--- src/spv_pkg.sv ---
// Shared constants for the sample playback voice: command codes, register
// indexes, field widths, Q15 constants, default parameter values and a clamp.
// No dependencies.
package spv_pkg;

  localparam int DEF_MEM_DEPTH = 65536;
  localparam int DEF_FRAC_BITS = 20;

  localparam int RATIO_W = 24;
  localparam int GLIDE_W = 19;
  localparam int CFG_W   = 19;
  localparam int IN_W    = 96;
  localparam int OUT_W   = 24;

  localparam logic [16:0] ONE_Q15  = 17'd32768;
  localparam logic [15:0] HALF_Q15 = 16'd16384;

  localparam logic [2:0] CMD_WRITE = 3'd0;
  localparam logic [2:0] CMD_START = 3'd1;
  localparam logic [2:0] CMD_GLIDE = 3'd2;
  localparam logic [2:0] CMD_TICK  = 3'd3;
  localparam logic [2:0] CMD_STOP  = 3'd4;

  localparam logic [2:0] REG_START_OFFSET   = 3'd0;
  localparam logic [2:0] REG_END_POINT      = 3'd1;
  localparam logic [2:0] REG_LOOP_ENABLE    = 3'd2;
  localparam logic [2:0] REG_LOOP_BEGIN     = 3'd3;
  localparam logic [2:0] REG_LOOP_FINISH    = 3'd4;
  localparam logic [2:0] REG_GLIDE_LENGTH   = 3'd5;
  localparam logic [2:0] REG_VELOCITY_DEPTH = 3'd6;
  localparam logic [2:0] REG_SAMPLE_LENGTH  = 3'd7;

  function automatic logic [15:0] clamp_q15(input logic [15:0] v);
    clamp_q15 = (v > 16'd32768) ? 16'd32768 : v;
  endfunction

endpackage

--- src/spv_divider.sv ---
// Restoring radix-2 divider, one quotient bit per cycle.
// Shared by loop wrap (modulo) and glide step (quotient). Uses spv_pkg.
module spv_divider #(
  parameter int W = 36
) (
  input  logic         clk,
  input  logic         rst,
  input  logic         start,
  input  logic [W-1:0] dividend,
  input  logic [W-1:0] divisor,
  output logic         busy,
  output logic         done,
  output logic [W-1:0] quotient,
  output logic [W-1:0] remainder
);
  import spv_pkg::*;

  localparam int CW = $clog2(W + 1);

  logic [CW-1:0] cnt;
  logic [W-1:0]  dvs;
  logic [W:0]    shifted;
  logic [W:0]    trial;

  assign shifted = {remainder, quotient[W-1]};
  assign trial   = shifted - {1'b0, dvs};

  always_ff @(posedge clk) begin
    if (rst) begin
      busy <= 1'b0;
      done <= 1'b0;
      cnt  <= '0;
    end else begin
      done <= 1'b0;
      if (start) begin
        busy      <= 1'b1;
        cnt       <= CW'(W);
        dvs       <= divisor;
        quotient  <= dividend;
        remainder <= '0;
      end else if (busy) begin
        // keep the partial remainder when the trial goes negative
        if (trial[W]) begin
          remainder <= shifted[W-1:0];
          quotient  <= {quotient[W-2:0], 1'b0};
        end else begin
          remainder <= trial[W-1:0];
          quotient  <= {quotient[W-2:0], 1'b1};
        end
        cnt <= cnt - 1'b1;
        if (cnt == CW'(1)) begin
          busy <= 1'b0;
          done <= 1'b1;
        end
      end
    end
  end

endmodule
--- config.mk ---
export PLATFORM = sky130hd
export DESIGN_NAME = spv_divider
export DESIGN_NICKNAME = d
export VERILOG_FILES = /design/src/spv_pkg.sv /design/src/spv_divider.sv
export SDC_FILE = /design/constraint.sdc
export NUM_CORES = 1
export LEC_CHECK = 0
export ABC_AREA = 1
export BUFFER_PORTS_ARGS = -buffer_cell sky130_fd_sc_hd__buf_2
export CAP_MARGIN = 20
export CORE_ASPECT_RATIO = 1.2
export CORE_MARGIN = 5
export CORE_UTILIZATION = 50
export DETAILED_ROUTE_END_ITERATION = 8
export PLACE_DENSITY = 0.76
export SLEW_MARGIN = 20
export SYNTH_ARGS = -nofsm -noshare
export SYNTH_HDL_FRONTEND = slang
export SYNTH_SLANG_ARGS = --single-unit
--- constraint.sdc ---
create_clock -name clk -period 10.9 [get_ports clk]
set_input_delay 3.27 -clock clk [delete_from_list [all_inputs] [get_ports clk]]
set_output_delay 3.27 -clock clk [all_outputs]
set_load 0.02 [all_outputs]
## Word level (Yosys, flattened, before mapping)

Index checks and enable logic that the tools add are counted.

| storage, ports and cells | value |
|---|---|
| register bits after elaboration | 116 |
| word-level logic and storage cells | 28 |

| operators by class | value |
|---|---|
| $add $sub $neg | 2 |
| equal/unequal tests | 1 |
| mux-type cells | 11 |
| bitwise logic cells | 2 |
| reductions and logical operators | 5 |

Operators by type and width:

| kind | number |
|---|---|
| 36-bit two-way mux | 4 |
| 37-bit by 36-bit subtractor with 37-bit output | 1 |
| 6-bit two-way mux | 2 |
| 6-bit by 1-bit equality test with 1-bit output (second input constant) | 1 |
| 6-bit by 1-bit subtractor with 6-bit output (second input constant) | 1 |
| 1-bit two-way mux | 5 |
| 2-bit AND reduction | 2 |
| 3-bit OR reduction | 1 |
| 1-bit inverter | 2 |
| 2-bit nonzero test | 1 |
| 2-bit OR reduction | 1 |

## Depth between registers and ports, before layout

| depth | value |
|---|---|
| word-level depth | 4 |
| gate-level depth with buffers | 18 |
| gate-level depth less buffers | 17 |

## Worst setup path after synthesis

No wires, ideal clock.

| path | value |
|---|---|
| kind | input port to flip-flop |
| from | in start |
| to | reg quotient[0] (enable) |
| library setup time | 0.602 ns |
| arrival time | 8.587 ns |
| path slack | 1.711 ns |
| stages | 3 |
| cell sequence | inv_1 clkbuf_1 o21ai_0 |

| between the ends | value |
|---|---|
| cells in the longest elaborated chain, start to end | 2 |

RTL lines:

| item | RTL line | source |
|---|---|---|
| from (decl) | spv_divider.sv:8 | `input logic start,` |
| 2-bit nonzero test (no line) | n/a |  |
| 2-bit AND reduction (no line) | n/a |  |
| to (signal assigned) | spv_divider.sv:39 | `quotient <= dividend;` |
| to (signal assigned) | spv_divider.sv:45 | `quotient <= {quotient[W-2:0], 1'b0};` |
| to (signal assigned) | spv_divider.sv:48 | `quotient <= {quotient[W-2:0], 1'b1};` |
| to (decl) | spv_divider.sv:13 | `output logic [W-1:0] quotient,` |

No other way between the ends.
A chain may end at the register's enable or synchronous reset.

## Final worst setup path

| path | value |
|---|---|
| from | in start |
| to | reg remainder[21] (enable) |

| between the ends | value |
|---|---|
| cells in the longest elaborated chain, start to end | 2 |

RTL lines:

| item | RTL line | source |
|---|---|---|
| 2-bit nonzero test (no line) | n/a |  |
| 2-bit AND reduction (no line) | n/a |  |
| to (signal assigned) | spv_divider.sv:44 | `remainder <= shifted[W-1:0];` |
| to (signal assigned) | spv_divider.sv:47 | `remainder <= trial[W-1:0];` |
| to (decl) | spv_divider.sv:14 | `output logic [W-1:0] remainder` |

No other way between the ends.

==> impl_metrics.py <==
metrics = {
    "run_status": {
        "outcome": "finished clean",
    },
    "timing": {
        "timing.fmax_mhz": 183.0,
        "hold_slack_ns": 0.5266,
        "finalHoldViolCount": 0,
        "min_period_ns": 5.464,
        "tightest_slew_ns": 0.7975,
        "skew_ns": 0.01113,
        "tns_ns": 0,
        "timing.final.crit_share_pct": 50.13,
        "slew_viol_final": 0,
        "setup_viol": 0,
        "max-slew-margin-rel_pct": 46.84,
        "rsz0062_at_grt": "false",
    },
    "clock_tree": {
        "cts_max_level": 4,
        "cts_resized": 0,
        "cts_tree": "yes",
        "clkLatencyLatePin_ns": 0.42,
        "numCtsBuffers": 17,
        "cts.sinks": 116,
        "root_buffer": "clkbuf_16",
        "clkTransAtPathRegs_ns": 0.06,
        "cts_buffer_depth": 2,
        "post-cts-setup-buffers": 0,
        "cts_hold_buf": 0,
    },
    "worst_setup_path": {
        "cp.arrival_ns": 5.52,
        "worst-path-max-fanout": 76,
        "crit_chain": "buf_2 > inv_2 > buf_4 > o21ai_4 > buf_16 > buf_4",
        "cp_common_cell": "buf_4",
        "slowest_stage": "buf_2",
        "reg2reg_slack_ns": 8.24,
        "crit_required_ns": 10.95,
        "reg2reg_from": "quotient[35]",
        "worstSetupEndpointType": "flop",
        "start_kind": "input port",
        "crit_type": "in2reg",
        "path_buf_inv": 5,
        "crit_path_max_incr_delay_ns": 0.53,
        "path_delay_family": "buffers and inverters",
        "reg2reg_to": "remainder[0]",
        "reg2reg_depth": 14,
    },
    "cells_and_area": {
        "nNetsFinal": 1277,
        "area_growth_pct": 20.65,
        "diodes": 0,
        "fin_cells": 1380,
        "drive_gt1_share_pct": 19.81,
    },
    "pwr": {
        "leakage_nw": 4.765,
        "total_power_mw": 1.720,
        "p_per_area_mw_per_mm2": 187.1,
        "peakVddDrop_mv": 0.1116,
    },
    "routing": {
        "postRouteAntennaNets": 0,
        "drtIter0Drc": 356,
        "via_count": 6606,
        "post_drt_wl_per_cell_um": 13.74,
        "finalWirelength_mm": 18.96,
        "drtPass1Iterations": 5,
        "viasPerCell": 4.787,
        "drcViolationCount": 0,
    },
    "placed_design": {
        "gp_congestion": 0.9499,
        "hpwl_mm": 14.31,
        "portBuffers": 148,
        "place_inst": 1346,
    },
    "yosys": {
        "synth_cell_types": 41,
        "synthTopCellsByArea": "edfxtp_1 (43%), nand2_1 (20%), inv_1 (7.3%)",
        "syn-num-nets": 1124,
        "synth_seq_cells": 116,
        "yosysWarnings": 0,
        "avgSynthCellArea_um2": 7.547,
        "yosysTopAreaCell": "edfxtp_1",
        "yosys.area.top_type_share_pct": 42.55,
        "syn_area_mm2": 0.007622,
        "syn_inst": 1010,
        "yosysSeqAreaShare_pct": 44.65,
    },
    "floorplanning": {
        "die_h_um": 145.3,
        "dieArea_mm2": 0.01782,
        "initial_core_util_pct": 50.95,
        "die_w_um": 122.7,
        "coreArea_mm2": 0.01496,
        "rows": 49,
        "ios": 149,
    },
    "global_routing": {
        "grt_pass1_vias": 6585,
        "grt_pass1_wl_mm": 31.31,
        "antenna_found_initial": 0,
        "grt.total_usage_pct": 22.07,
        "grt_max_degree": 77,
        "grt.overflow.total": 0,
    },
    "worst_hold_path": {
        "hold_path.class": "reg2reg",
        "worstHoldStart": "cnt[1]",
        "holdPathEnd": "cnt[1]",
        "hold_path_depth": 2,
    },
    "flow_run": {
        "cap_violations": 0,
    },
}
[layout by cell type, fill, tap and decap left out, types with 2 or more instances in the layout]
| master | netlist | layout |
|---|---|---|
| clkinv_2 | 0 | 2 |
| nand3_1 | 25 | 25 |
| inv_1 | 148 | 147 |
| nand2_1 | 399 | 399 |
| edfxtp_1 | 108 | 108 |
| and2_1 | 4 | 4 |
| clkinvlp_4 | 0 | 3 |
| inv_2 | 1 | 2 |
| a21oi_1 | 27 | 27 |
| a21oi_2 | 3 | 3 |
| nor3_1 | 13 | 13 |
| xor2_1 | 19 | 19 |
| o21a_1 | 2 | 2 |
| nand3b_1 | 9 | 9 |
| buf_2 | 1 | 148 |
| ha_1 | 38 | 38 |
| o21bai_1 | 5 | 5 |
| nor2_2 | 15 | 15 |
| nor2_1 | 116 | 115 |
| dfxtp_1 | 8 | 8 |
| buf_4 | 1 | 2 |
| nand2_2 | 16 | 16 |
| nand3_2 | 3 | 3 |
| nand2_4 | 4 | 4 |
| buf_16 | 0 | 2 |
| nor2_4 | 2 | 3 |
| clkbuf_16 | 0 | 20 |
| o21ai_0 | 13 | 12 |
| inv_6 | 0 | 3 |
| clkinv_4 | 0 | 3 |
[metal layers]
layer	global-route usage (%)	wire, um	share of wire, %
met1	27.16	8012	42
met4	7.115	312	1.6
met2	37.48	9276	49
met5	0	0	0
met3	5.683	1356	7.2
[logic make-up after synthesis]
| logic type | after synthesis | synth area share (%) |
|---|---|---|
| buffers and inverters | 167 | 8.782 |
| xor gates and xnor gates | 20 | 2.298 |
| AOI/OAI and AO/OA | 55 | 4.104 |
| and+or+nand+nor | 613 | 33.67 |
| adders and majority gates | 39 | 6.500 |
| DFF | 116 | 44.65 |
[power breakdown]
group / leakage, nW / switching, mW / internal, mW
combinational: 3.37 / 0.386 / 0.195
sequential: 1.11 / 0.0324 / 0.554
clock: 0.288 / 0.214 / 0.340
total: 4.77 / 0.633 / 1.09
[synth_stat cells (all sizes together)]
cell type,instances
and3,1
clkbuf,7
edfxtp,108
nor3b,1
nor4,1
inv,149
a21oi,30
or2,2
o22ai,1
o21bai,5
and2,4
o21ai,14
nand3,28
nor2,133
nor3,13
a21o,1
nand3b,9
o21a,2
fa,1
o31ai,1
xor2,19
ha,38
nand2,420
dfxtp,8
nand4,1
xnor2,1
a211oi,1
buf,11
[through the flow]
step,utilization [%],setup WS [ns],area (um2)
finish,61.48,5.436,9196
global route,61.48,5.269,9196
CTS,61.11,5.107,9141
detailed placement,57.10,4.643,8542
global placement,57.10,4.723,8542
floorplan,-,1.711,7622
[layout make-up]
type / count / area, um2
sequential: 116 / 3403
tap: 204 / 255.2
fill: 1398 / 5763
clock buffer: 21 / 514.2
clock inverter: 11 / 85.08
multi-input combinational: 727 / 3568
inverter: 149 / 559.3
timing repair buffer: 152 / 810.8
[flip-flops by register name, summed over array words and instances (netlist names)]
signal,cells
dvs,36
cnt,6
done,1
quotient,36
remainder,36
busy,1
[worst register-to-register path: cells and delay by family (launching register included)]
kind | cells | cell delay, ns
simple gates | 11 | 1.32
fa+ha+maj | 2 | 0.66
flops | 1 | 0.39
buf+inv | 1 | 0.06
[worst max path at each step]
stage | from | end | cells past startpoint | slack (ns)
after floorplan | start | quotient[0] | 3 | 1.71
after global placement | start | remainder[16] | 5 | 4.72
after detailed placement | start | remainder[17] | 5 | 4.64
after CTS | start | remainder[13] | 5 | 5.11
after global routing | start | remainder[21] | 6 | 5.27
final | start | remainder[21] | 6 | 5.44
Power figures use the tool's default switching activity.
